--- src/rtl/core/trial_division_prime_test_top_defines.svh ---
// assertion macros for the trial division prime test
`ifndef TRIAL_DIVISION_PRIME_TEST_TOP_DEFINES_SVH
`define TRIAL_DIVISION_PRIME_TEST_TOP_DEFINES_SVH

// same-cycle implication, checked out of reset
`define TDPT_ASSERT_NOW(lbl, ante, cons, msg) \
  lbl: assert property (@(posedge clk) disable iff (!rst_n) (ante) |-> (cons)) \
    else $error(msg);

// next-cycle implication, checked out of reset
`define TDPT_ASSERT_NEXT(lbl, ante, cons, msg) \
  lbl: assert property (@(posedge clk) disable iff (!rst_n) (ante) |=> (cons)) \
    else $error(msg);

`endif

--- src/rtl/core/tdpt_pkg.sv ---
`timescale 1ns / 1ps

package tdpt_pkg;

  localparam int unsigned FIRST_DIV = 2;

  typedef enum logic [1:0] {
    ST_IDLE,
    ST_BOUND,
    ST_DIV,
    ST_DONE
  } state_t;

  typedef struct packed {
    logic done;
    logic rem_zero;
  } div_stat_t;

endpackage

--- src/rtl/core/trial_division_prime_test_top.sv ---
`timescale 1ns / 1ps
// channel   ports                                   handshake
// input     in_candidate                            start high, busy low
// result    out_value, out_is_prime                 out_valid, one cycle, no stall
//
// each beat checks the bound and runs a serial remainder per trial divisor tried, then shows the result
// the serial remainder unit sets the pace: one dividend bit per cycle
// about 10000 divisors are tried for an eight-digit prime
// rst_n is synchronous and active low; no clearing pass is needed
// busy stays high from the accepted beat until the result cycle ends

`include "trial_division_prime_test_top_defines.svh"

module trial_division_prime_test_top #(
  parameter int NUM_WIDTH = 27
) (
  input  logic                 clk,
  input  logic                 rst_n,
  input  logic                 start,
  output logic                 busy,
  input  logic [NUM_WIDTH-1:0] in_candidate,
  output logic                 out_valid,
  output logic [NUM_WIDTH-1:0] out_value,
  output logic                 out_is_prime
);

  localparam int DW  = (NUM_WIDTH + 1) / 2 + 1;
  localparam int SQW = NUM_WIDTH + 1;

  tdpt_pkg::state_t    state_r, state_nxt;
  tdpt_pkg::div_stat_t div_stat;

  logic [NUM_WIDTH-1:0] n_r, n_nxt;
  logic [DW-1:0]        d_r, d_nxt;
  logic [SQW-1:0]       sq_r, sq_nxt;
  logic                 prime_r, prime_nxt;
  logic                 over_bound;
  logic                 small_cand;
  logic                 div_go;

  assign over_bound = sq_r > {1'b0, n_r};
  assign small_cand = in_candidate < NUM_WIDTH'(tdpt_pkg::FIRST_DIV);

  tdpt_rem_unit #(
    .NUM_WIDTH (NUM_WIDTH)
  ) u_rem (
    .clk      (clk),
    .rst_n    (rst_n),
    .go       (div_go),
    .dividend (n_r),
    .divisor  (d_r),
    .stat     (div_stat)
  );

  always_comb begin
    state_nxt = state_r;
    case (state_r)
      tdpt_pkg::ST_IDLE: begin
        if (start) begin
          state_nxt = small_cand ? tdpt_pkg::ST_DONE : tdpt_pkg::ST_BOUND;
        end
      end
      tdpt_pkg::ST_BOUND: begin
        state_nxt = over_bound ? tdpt_pkg::ST_DONE : tdpt_pkg::ST_DIV;
      end
      tdpt_pkg::ST_DIV: begin
        if (div_stat.done) begin
          state_nxt = div_stat.rem_zero ? tdpt_pkg::ST_DONE : tdpt_pkg::ST_BOUND;
        end
      end
      tdpt_pkg::ST_DONE: state_nxt = tdpt_pkg::ST_IDLE;
      default:           state_nxt = tdpt_pkg::ST_IDLE;
    endcase
  end

  always_comb begin
    busy      = (state_r != tdpt_pkg::ST_IDLE);
    out_valid = (state_r == tdpt_pkg::ST_DONE);
    div_go    = (state_r == tdpt_pkg::ST_BOUND) && !over_bound;
  end

  // datapath next values; (d+1)^2 = d^2 + 2d + 1
  always_comb begin
    n_nxt     = n_r;
    d_nxt     = d_r;
    sq_nxt    = sq_r;
    prime_nxt = prime_r;
    case (state_r)
      tdpt_pkg::ST_IDLE: begin
        if (start) begin
          n_nxt     = in_candidate;
          d_nxt     = DW'(tdpt_pkg::FIRST_DIV);
          sq_nxt    = SQW'(tdpt_pkg::FIRST_DIV * tdpt_pkg::FIRST_DIV);
          prime_nxt = 1'b0;
        end
      end
      tdpt_pkg::ST_BOUND: begin
        if (over_bound) begin
          prime_nxt = 1'b1;
        end
      end
      tdpt_pkg::ST_DIV: begin
        if (div_stat.done) begin
          d_nxt  = d_r + DW'(1);
          sq_nxt = sq_r + SQW'({d_r, 1'b0}) + SQW'(1);
        end
      end
      default: begin
        prime_nxt = prime_r;
      end
    endcase
  end

  always_ff @(posedge clk) begin
    if (!rst_n) begin
      state_r <= tdpt_pkg::ST_IDLE;
    end else begin
      state_r <= state_nxt;
    end
  end

  always_ff @(posedge clk) begin
    n_r     <= n_nxt;
    d_r     <= d_nxt;
    sq_r    <= sq_nxt;
    prime_r <= prime_nxt;
  end

  assign out_value    = n_r;
  assign out_is_prime = prime_r;

  `TDPT_ASSERT_NEXT(a_start_busy, start && !busy, busy, "accepted beat did not raise busy")
  `TDPT_ASSERT_NEXT(a_strobe_once, out_valid, !out_valid && !busy, "result strobe not single")
  `TDPT_ASSERT_NOW(a_small_not_prime,
                   out_valid && (out_value == '0 || out_value == NUM_WIDTH'(1)),
                   !out_is_prime, "zero or one flagged prime")
  `TDPT_ASSERT_NOW(a_go_idle_unit, div_go,
                   state_r == tdpt_pkg::ST_BOUND && !div_stat.done,
                   "divide launched out of sequence")

endmodule

--- src/rtl/core/tdpt_rem_unit.sv ---
`timescale 1ns / 1ps

module tdpt_rem_unit #(
  parameter int NUM_WIDTH = 27
) (
  input  logic                          clk,
  input  logic                          rst_n,
  input  logic                          go,
  input  logic [NUM_WIDTH-1:0]          dividend,
  input  logic [(NUM_WIDTH+1)/2:0]      divisor,
  output tdpt_pkg::div_stat_t           stat
);

  localparam int DW = (NUM_WIDTH + 1) / 2 + 1;
  localparam int CW = $clog2(NUM_WIDTH + 1);

  logic          active_r, active_nxt;
  logic          done_r, done_nxt;
  logic [CW-1:0] cnt_r, cnt_nxt;
  logic [NUM_WIDTH-1:0] sh_r, sh_nxt;
  logic [DW-1:0] div_r, div_nxt;
  logic [DW-1:0] rem_r, rem_nxt;
  logic [DW:0]   rem_sh;
  logic [DW+1:0] diff;

  // one restoring step per cycle, dividend bits taken msb first
  assign rem_sh = {rem_r, sh_r[NUM_WIDTH-1]};
  assign diff   = {1'b0, rem_sh} - {2'b00, div_r};

  always_comb begin
    active_nxt = active_r;
    done_nxt   = 1'b0;
    cnt_nxt    = cnt_r;
    sh_nxt     = sh_r;
    div_nxt    = div_r;
    rem_nxt    = rem_r;
    if (go) begin
      active_nxt = 1'b1;
      cnt_nxt    = CW'(NUM_WIDTH);
      sh_nxt     = dividend;
      div_nxt    = divisor;
      rem_nxt    = '0;
    end else if (active_r) begin
      sh_nxt  = {sh_r[NUM_WIDTH-2:0], 1'b0};
      rem_nxt = diff[DW+1] ? rem_sh[DW-1:0] : diff[DW-1:0];
      cnt_nxt = cnt_r - CW'(1);
      if (cnt_r == CW'(1)) begin
        active_nxt = 1'b0;
        done_nxt   = 1'b1;
      end
    end
  end

  always_ff @(posedge clk) begin
    if (!rst_n) begin
      active_r <= 1'b0;
      done_r   <= 1'b0;
      cnt_r    <= '0;
    end else begin
      active_r <= active_nxt;
      done_r   <= done_nxt;
      cnt_r    <= cnt_nxt;
    end
  end

  always_ff @(posedge clk) begin
    sh_r  <= sh_nxt;
    div_r <= div_nxt;
    rem_r <= rem_nxt;
  end

  assign stat.done     = done_r;
  assign stat.rem_zero = (rem_r == '0);

endmodule

--- config.mk ---
export PLATFORM = sky130hd
export DESIGN_NAME = trial_division_prime_test_top
export DESIGN_NICKNAME = d
export VERILOG_FILES = /design/src/rtl/core/tdpt_pkg.sv /design/src/rtl/core/trial_division_prime_test_top.sv /design/src/rtl/core/tdpt_rem_unit.sv
export VERILOG_INCLUDE_DIRS = /design/src /design/src/rtl/core
export SDC_FILE = /design/constraint.sdc
export NUM_CORES = 1
export LEC_CHECK = 0
export ABC_AREA = 1
export BUFFER_PORTS_ARGS = -buffer_cell sky130_fd_sc_hd__buf_2
export CAP_MARGIN = 20
export CORE_MARGIN = 4
export CORE_UTILIZATION = 60
export DETAILED_ROUTE_END_ITERATION = 8
export PLACE_DENSITY = 0.79
export SYNTH_ARGS = -nofsm -noshare
export SYNTH_HDL_FRONTEND = slang
export SYNTH_SLANG_ARGS = --single-unit
--- constraint.sdc ---
create_clock -name clk -period 6.2 [get_ports clk]
set_input_delay 1.24 -clock clk [delete_from_list [all_inputs] [get_ports clk]]
set_output_delay 1.24 -clock clk [all_outputs]
set_load 0.02 [all_outputs]
**Word level (Yosys, flattened, before mapping)**

Index checks and enable logic that the tools add are counted.

- Latch bits: 0
- Word-level logic and storage cells: 66
- ROM bits: 0
- Output and inout bits: 30
- Memories kept: 0
- Flip-flop bits (word level): 137
- Memory bits (writable): 0

- Eq/ne operators: 7
- Reduce and logical (&&, ||, !) cells: 14
- Multiply operators: 0
- Div/mod/pow operators: 0
- Shift-type cells: 0
- Magnitude comparators: 2
- Bitwise logic cells: 2
- Multiplexer cells: 24
- Add/sub/neg operators: 5

Operators with widths:

| operator | count |
|---|---|
| $mux 28 | 2 |
| $pmux 28 s2 | 1 |
| $mux 27 | 2 |
| $mux 15 | 3 |
| $pmux 15 s2 | 1 |
| $add 28x1->28 const B | 1 |
| $add 28x16->28 | 1 |
| $gt 28x27->1 | 1 |
| $lt 27x2->1 const B | 1 |
| $sub 16x15->17 | 1 |
| $add 15x1->15 const B | 1 |
| $logic_not 15->1 | 1 |
| $mux 5 | 2 |
| $mux 2 | 4 |
| $pmux 2 s4 | 1 |
| $reduce_bool 2->1 | 4 |
| $mux 1 | 7 |
| $reduce_and 3->1 | 2 |
| $eq 5x1->1 const B | 1 |
| $sub 5x1->5 const B | 1 |
| $eq 2x2->1 const B | 2 |
| $ne 2x2->1 const B | 2 |
| $reduce_and 2->1 | 2 |
| $reduce_or 3->1 | 1 |
| 8 further kinds | 9 |

**Longest topological paths before layout**

Gate-level depths: netlist of the first run.

- Depth in word-level cells: 4
- Mapped depth: 17
- Gate-level depth less buffers: 16

**By module**

A second synthesis of the first run with hierarchy kept.

- Cell total of the unflattened synthesis: 1087
- Area total of the unflattened synthesis: 8575.7 um^2

By module, submodules not included:

| module | area an instance (um^2) | instances | cells each |
|---|---|---|---|
| trial_division_prime_test_top | 4842.1 | 1 | 602 |
| tdpt_rem_unit | 3733.6 | 1 | 485 |

**Least setup slack after synthesis of the first run**

OpenSTA, ideal clock, no wires.

- Kind: input-to-reg
- Start point: in start
- End point: reg d_r[0], enable pin
- Cell stages on the path: 2
- Setup time: 459 ps
- Arrival: 3426 ps
- Path slack: 2315 ps
- Buffers on the path: 0
- Data required time: 5741 ps
- Cells stage by stage: inv_1 -> o22ai_1

- Cells in the longest elaborated chain, start to end: 2

RTL lines:

| what | line | source |
|---|---|---|
| start, declared | trial_division_prime_test_top.sv:19 | `input logic start,` |
| $ne 2x2->1 (no line) | n/a |  |
| $reduce_and 3->1 (no line) | n/a |  |
| end signal, assigned | trial_division_prime_test_top.sv:124 | `d_r <= d_nxt;` |
| end, declared | trial_division_prime_test_top.sv:34 | `logic [DW-1:0] d_r, d_nxt;` |

Every way passes these cells.
A chain may end at the register's enable or synchronous reset.

**Worst setup path after layout of the first run**

- Start point: reg sq_r[19]
- End point: reg u_rem.div_r[13], enable pin

- Cells in the longest elaborated chain, start to end: 3

RTL lines:

| what | line | source |
|---|---|---|
| start, declared | trial_division_prime_test_top.sv:35 | `logic [SQW-1:0] sq_r, sq_nxt;` |
| start signal, assigned | trial_division_prime_test_top.sv:125 | `sq_r <= sq_nxt;` |
| $gt 28x27->1 | trial_division_prime_test_top.sv:41 | `assign over_bound = sq_r > {1'b0, n_r};` |
| $logic_not 1->1 | trial_division_prime_test_top.sv:79 | `div_go = (state_r == tdpt_pkg::ST_BOUND) && !over_bound;` |
| $logic_and 1x1->1 | trial_division_prime_test_top.sv:79 |  |
| named net div_go | trial_division_prime_test_top.sv:39 | `logic div_go;` |
| end signal, assigned | tdpt_rem_unit.sv:68 | `div_r <= div_nxt;` |
| end, declared | tdpt_rem_unit.sv:21 | `logic [DW-1:0] div_r, div_nxt;` |

The timed path passes the listed nets, and every way through them passes these cells.

==> impl_summary.txt, run 1 <==
----------------------------------------------------
[Placed design]
  HPWL after detailed placement ... 14.30 mm
  Placer's final routability congestion estimate ... 0.9094
  Number of port buffers ... 59

[Final layout]
  Most frequent cells in the layout ... 277 x nand2_1, 167 x inv_1, 113 x edfxtp_1, 97 x nor2_1, 65 x a21oi_1
  Number of inserted diodes ... 0
  Most common library cell in the layout ignoring fill and taps ... nand2_1
  Filler cell count in the final layout ... 1093
  Ratio of cells with drive above 1 in the final layout ... 0.1279
  Final core utilization ... 0.6900
  Growth of design area from synthesis to finish ... 12.68%
  Number of nets in the layout ... 1197

[Critical path]
  Termination of the worst setup path ... u_rem.div_r[13]
  Reg-to-reg slack, setup ... 3.09 ns
  Startpoint of the worst-slack reg-to-reg timing path ... sq_r[19]
  Reg-to-reg endpoint ... u_rem.div_r[13]
  Worst-case reg-to-reg path depth ... 11
  Worst setup startpoint ... sq_r[19]
  Type of destination of the critical path ... register
  Critical path class ... register to register
  Worst path arrival time ... 3.19 ns
  Maximum fanout along the worst path ... 74
  Critical path data required time ... 6.29 ns
  Worst Setup Start Kind ... register

[Logic synthesis]
  Synthesis-stage register bit count ... 137
  Area share of the leading cell type in the synthesized netlist ... 0.4008
  Number of distinct library cell variants in the gate-level netlist after synthesis ... 37
  Cell area after synthesis ... 8467 µm²
  Number of synthesized flops with an enable pin ... 113
  Post-synth net total ... 1131
  Cell taking the most area after synthesis ... edfxtp_1
  Mean instance size in the synthesized netlist ... 8.149 µm²
  Largest cells by area after synthesis ... edfxtp_1 40%, nand2_1 12%, ha_1 8.9%
  Sequential element share of the synthesized area ... 0.4575
  Async SR Flop Fraction ... 0
  Ys Warns ... 0
  Synthesized instance count ... 1039
  Most instantiated flip-flop cell in the synthesis netlist ... edfxtp_1

[Die]
  Total number of placement rows ... 43
  Die Outline Area ... 16080 µm²
  Chip height ... 126.8 µm
  Total core area ... 13830 µm²
  Ports ... 60
  Die extent in x ... 126.8 µm
  Starting density of the core ... 0.6123

[GRT]
  Via count of the first global-routing pass ... 6777
  First-pass GRT wire length ... 32.09 mm
  Number of antenna violations at the first check in global routing ... 0
  Global router's overall resource usage ... 0.2488
  Largest net degree at the start of global routing ... 75
  Sum of overflow across all layers after global routing ... 0

[Drt]
  Iteration-0 DRC Markers ... 591
  Router iterations before antenna repair ... 7
  Overall routed net length ... 19.49 mm
  Detail Route Antenna Nets ... 0
  Average wire length per cell after detail routing ... 15.01 µm
  Detailed-route vias per instance ... 5.395
  Total via count after detailed routing ... 7003
  Residual DRC count ... 0

[STA]
  Number of pins with negative max-slew slack in the final report ... 0
  Peak Freq ... 321.9 MHz
  Post-route setup TNS ... 0 ns
  Post-Route Skew ... 0.005443 ns
  Transition time of the tightest slew-check pin ... 0.9716 ns
  RSZ-0062 raised after global routing ... no
  Final number of hold-violating endpoints ... 0
  Worst hold-check slack ... 0.5012 ns
  Crit path time final ... 3.106 ns
  Worst max-slew margin expressed relative to the limit ... 0.3515
  Setup violators final ... 0
  Final period utilization ... 0.5010

[Clock network]
  Quantity of gates resized following cts ... 0
  Number of setup buffers added after CTS ... 0
  Clock tree from TritonCTS ... yes
  Skew-Pair Late Insertion Delay ... 0.42 ns
  CTS Buf Count ... 17
  Clock Tree Root ... clkbuf_16
  Hold-fix buffers, CTS ... 0
  Clock slew at the register clock pins of the worst setup and hold paths ... 0.06 ns
  Max clock buf depth ... 2
  Number of sinks on the clock net ... 137
  H-Tree Level Count ... 4

[Power and ir drop]
  Maximum vdd drop ... 213.7 µV
  Ratio of total power to cell area ... 423.4 nW/µm²
  LEAKAGE ... 4.573 nW

[Worst hold path]
  Hold WC Path Type ... register to register

[Status]
  Status ... completed

[Job]
  Max-cap violations ... 0

----------------------------------------------------
[cells by family after synthesis]
logic type               after synthesis  synth area share
AND/OR/NAND/NOR                      499            0.2480
buffers and inverters                186           0.09073
AO/OA/AOI/OAI                        142           0.09694
flip-flops                           137            0.4575
adder cells (fa/ha/maj)               62           0.09339
XOR/XNOR                              13           0.01345
[area by class of cell]
class	count	area, µm²	share of cell area
Multi-Input combinational cell	716	3841	0.4026
Timing Repair Buffer	64	352.8	0.03698
Clock inverter	8	66.31	0.006951
Tap cell	180	225.2	0.02361
Inverter	169	634.4	0.06649
Sequential cell	137	3874	0.4060
Clock buffer	24	546.8	0.05731
[flip-flops by register name, summed over array words and instances, names as in the netlist]
register	cells
d_r	15
out_is_prime	1
out_value	27
sq_r	28
state_r	2
u_rem.active_r	1
u_rem.cnt_r	5
u_rem.div_r	15
u_rem.done_r	1
u_rem.rem_r	15
u_rem.sh_r	27
[power by group]
| group | internal, W | switching [W] | leakage [nW] |
|---|---|---|---|
| sequential | 0.00133 | 0.000181 | 1.27 |
| combinational | 0.000493 | 0.00101 | 3.00 |
| clock | 0.000625 | 0.000396 | 0.303 |
| total | 0.00245 | 0.00159 | 4.57 |
[per-layer routing]
metal / share of wire / vias to the layer above / wire (µm) / GRT usage
li1: - / 3551 / - / -
met1: 0.41 / 3209 / 8051 / 0.2990
met2: 0.51 / 197 / 9947 / 0.4443
met3: 0.049 / 46 / 950 / 0.04126
met4: 0.028 / 0 / 537 / 0.09905
met5: 0 / - / 0 / 0
[critical path: stages, from the launching register on]
cell      delay, ns
edfxtp_1       0.48
ha_1           0.34
nand2_1        0.09
nor2_2         0.15
nand2_1        0.08
nor3_2         0.23
nand2_1        0.08
nand2_1        0.08
nand2_1        0.06
nand2_2        0.06
buf_4          0.70
inv_2          0.36
[synth_stat cells (6+ instances only)]
cell type and n:
ha_1 60, a21o_1 6, or2_2 10, o21ai_1 8, buf_6 7, xor2_1 7
xnor2_1 6, nand2_1 277, nand2_2 12, nor4_1 6, nor3_1 14, nand3_1 58
edfxtp_1 113, o21ai_2 16, o21ai_0 34, nand4_1 14, inv_1 167, dfxtp_1 24
a21oi_1 65, nor2_1 98
[worst min path at each step]
stage / startpoint / end / cells past startpoint
after floorplan: state_r[0] / state_r[0] / 1
after global placement: state_r[0] / state_r[0] / 1
after detailed placement: state_r[0] / state_r[0] / 1
after CTS: state_r[0] / state_r[0] / 1
after global routing: state_r[0] / state_r[0] / 1
final: state_r[0] / state_r[0] / 1
[per-stage QoR]
stage	total power, W	instance area, µm²	setup WS, ns	std cells
floorplan	0.002591	8467	2.315	1039
global placement	0.002936	8900	3.243	1265
detailed placement	0.002997	8927	3.165	1266
CTS	0.004039	9540	3.134	1298
global route	0.004306	9540	2.884	1298
finish	0.004040	9540	3.094	1298
Note: power is estimated with default switching activity, not from simulation.
==> inputs of run 2 (changes only) <==
--- a/config.mk
+++ b/config.mk
@@ -10,9 +10,9 @@
 export BUFFER_PORTS_ARGS = -buffer_cell sky130_fd_sc_hd__buf_2
 export CAP_MARGIN = 20
 export CORE_MARGIN = 4
-export CORE_UTILIZATION = 60
+export CORE_UTILIZATION = 55
 export DETAILED_ROUTE_END_ITERATION = 8
-export PLACE_DENSITY = 0.79
+export PLACE_DENSITY = 0.77
 export SYNTH_ARGS = -nofsm -noshare
 export SYNTH_HDL_FRONTEND = slang
 export SYNTH_SLANG_ARGS = --single-unit
==> constraint.sdc (replaced) <==
create_clock -name clk -period 2.75 [get_ports clk]
set_input_delay 0.55 -clock clk [delete_from_list [all_inputs] [get_ports clk]]
set_output_delay 0.55 -clock clk [all_outputs]
set_load 0.02 [all_outputs]
==> run 2 against run 1 <==
Total power grew 120%. Non-clock buffer count grew 3. Global-route usage shrank 2.6 points. Clock skew grew 0.0025 ns. Cell count grew 0.85%. Combinational power grew 120%. Critical path type unchanged. Design area is essentially flat. Flip-flop and latch count is the same. Critical endpoint is now u_rem.rem_r[8]. Clock-buffer cell count shrank 5. Clock power grew 120%. Setup slack lost 2.8 ns. Wire length shrank 3.0%.
==> impl_summary.txt, run 2 (synthesis results as in run 1) <==
----------------------------------------------------
[Placed design]
  Number of cells after detailed placement ... 1277 (+0.87%)
  Number of port buffers ... 59 (unchanged)
  HPWL after detailed placement ... 14.38 mm (+0.57%)
  Placed standard-cell area ... 8965 µm² (+0.42%)
  Placer's final routability congestion estimate ... 0.8667 (-4.7%)

[Final layout]
  Final instance area ... 9545 µm² (about the same)
  Number of nets in the layout ... 1200 (+0.25%)
  Ratio of cells with drive above 1 in the final layout ... 0.1302 (+0.002334)
  Final standard cell count with taps included and fillers excluded ... 1309 (+0.85%)
  Growth of design area from synthesis to finish ... 12.74% (about the same)
  Most frequent cells in the layout ... 277 x nand2_1, 167 x inv_1, 113 x edfxtp_1, 97 x nor2_1, 65 x a21oi_1
  Largest register FFs ... 28 (unchanged)
  Final core utilization ... 0.6302 (-0.05975)
  Number of inserted diodes ... 0 (unchanged)
  Largest register by flop count ... sq_r
  Most common library cell in the layout ignoring fill and taps ... nand2_1

[Critical path]
  Top delay family on crit path ... simple AND/OR/NAND/NOR gates
  Worst path most repeated cell ... nand2_1
  Worst Setup Start Kind ... register
  Cell-by-cell listing of the critical path ... ha_1 > fa_1 > inv_1 > nand3_1 > nand2_1 > nand2_1 > nand2_1 > nand2_1 > nand2_2 > inv_1 > nand2_1 > nand3_1 > nand2_1 > nand2_1 > inv_1
  Critical path class ... register to register
  Slowest Stage Delay on Critical Path ... 0.41 ns (-0.29 ns)
  Worst path arrival time ... 2.84 ns (-0.35 ns)
  Worst setup startpoint ... u_rem.div_r[0]
  Slowest-stage cell, CP ... fa_1
  Type of destination of the critical path ... register
  Buf/Inv on CP ... 3 (+1)
  Maximum fanout along the worst path ... 27 (-64%)
  Worst-case reg-to-reg path depth ... 15 (+4)
  Reg-to-reg slack, setup ... 0.27 ns (-2.82 ns)
  Startpoint of the worst-slack reg-to-reg timing path ... u_rem.div_r[0]
  Critical path depth in cells ... 15 (+4)
  Critical path data required time ... 3.12 ns (-3.17 ns)

[Clock network]
  Skew-Pair Late Insertion Delay ... 0.42 ns (about the same)
  H-Tree Level Count ... 4 (unchanged)
  Quantity of gates resized following cts ... 0 (unchanged)
  CTS Buf Count ... 17 (unchanged)
  Clock slew at the register clock pins of the worst setup and hold paths ... 0.06 ns (about the same)
  Max clock buf depth ... 2 (unchanged)
  Clock tree from TritonCTS ... yes
  Hold-fix buffers, CTS ... 0 (unchanged)
  Clock Tree Root ... clkbuf_16
  Number of sinks on the clock net ... 137 (unchanged)
  Number of setup buffers added after CTS ... 0 (unchanged)

[Power and ir drop]
  LEAKAGE ... 4.559 nW (-0.31%)
  Ratio of total power to cell area ... 941.7 nW/µm² (+120%)
  Maximum vdd drop ... 633.4 µV (+200%)

[GRT]
  Largest net degree at the start of global routing ... 48 (-36%)
  First-pass GRT wire length ... 31.63 mm (-1.4%)
  Sum of overflow across all layers after global routing ... 0 (unchanged)
  Number of antenna violations at the first check in global routing ... 0 (unchanged)
  Global router's overall resource usage ... 0.2231 (-0.02563)
  Via count of the first global-routing pass ... 6786 (+0.13%)

[Drt]
  Iteration-0 DRC Markers ... 494 (-16%)
  Detail Route Antenna Nets ... 0 (unchanged)
  Router iterations before antenna repair ... 5 (-2)
  Overall routed net length ... 18.91 mm (-3.0%)
  Detailed-route vias per instance ... 5.248 (-2.7%)
  Residual DRC count ... 0 (unchanged)
  Total via count after detailed routing ... 6870 (-1.9%)
  Average wire length per cell after detail routing ... 14.44 µm (-3.8%)

[Job]
  Max-cap violations ... 0 (unchanged)

[Die]
  Total core area ... 15150 µm² (+9.5%)
  Ports ... 60 (unchanged)
  Die Outline Area ... 17440 µm² (+8.5%)
  Chip height ... 132.1 µm (+4.2%)
  Starting density of the core ... 0.5590 (-0.05332)
  Total number of placement rows ... 45 (+4.7%)
  Die extent in x ... 132.1 µm (+4.2%)

[Worst hold path]
  Launch instance of the worst min-delay path ... in_candidate[0]
  Number of cells on the worst hold path ... 1 (unchanged)
  Hold WC Path Type ... primary input to register

[STA]
  RSZ-0062 raised after global routing ... no
  Worst max-slew margin expressed relative to the limit ... 0.4033 (+0.05176)
  Crit path time final ... 2.478 ns (-0.6286 ns)
  Peak Freq ... 403.6 MHz (+25%)
  Final number of hold-violating endpoints ... 0 (unchanged)
  Post-Route Skew ... 0.007981 ns (+0.002537 ns)
  Transition time of the tightest slew-check pin ... 0.8941 ns (-0.07755 ns)
  Final period utilization ... 0.9009 (+0.3999)
  Setup violators final ... 0 (unchanged)
  Post-route setup TNS ... 0 ns (unchanged)
  Number of pins with negative max-slew slack in the final report ... 0 (unchanged)

[Status]
  Status ... completed

----------------------------------------------------
[run 2: cell count changes in the layout (fill, tap and decap cells not counted), sizes merged]
cell      change
bufinv        +2
inv           -2
buf           +3
clkbuf        -5
clkinvlp      +4
clkinv        +1
[run 2: worst paths after layout]
path / to
hold / removal: out_value[0]
hold reg to reg: state_r[0]
setup / recovery: u_rem.rem_r[8]
setup reg to reg: u_rem.rem_r[8]
[run 2: layout make-up]
cell class	instances	area, µm²
sequential	137	3874
clock buffer	19	432.9
fill	1290	5600
inverter	169	634.4
timing repair buffer	67	380.4
tap	188	235.2
multi-input combinational	716	3841
clock inverter	13	147.6
[run 2: power breakdown]
| group | internal [W] | leakage, nW | switching [W] |
|---|---|---|---|
| clock network | 0.00134 | 0.270 | 0.000903 |
| registers | 0.00300 | 1.27 | 0.000403 |
| logic | 0.00112 | 3.02 | 0.00222 |
| total | 0.00546 | 4.56 | 0.00353 |
[run 2: metrics by stage]
stage	worst slack, ns	hold WS, ns	total power [W]
floorplan	0.01148	0.4504	0.005839
global placement	0.4256	0.4864	0.006653
finish	0.2725	0.3054	0.008989
CTS	0.2792	0.2898	0.009020
detailed placement	0.3447	0.4914	0.006755
global route	0.02485	0.2989	0.009638
[run 2: metal layers]
layer / vias to the layer above / routed length, µm / part of all wire / track usage
met5: - / 0 / 0 / 0
met4: 0 / 425 / 0.022 / 0.07876
met3: 31 / 777 / 0.041 / 0.04313
met2: 140 / 9610 / 0.51 / 0.3928
met1: 3152 / 8093 / 0.43 / 0.2736
li1: 3547 / - / - / -
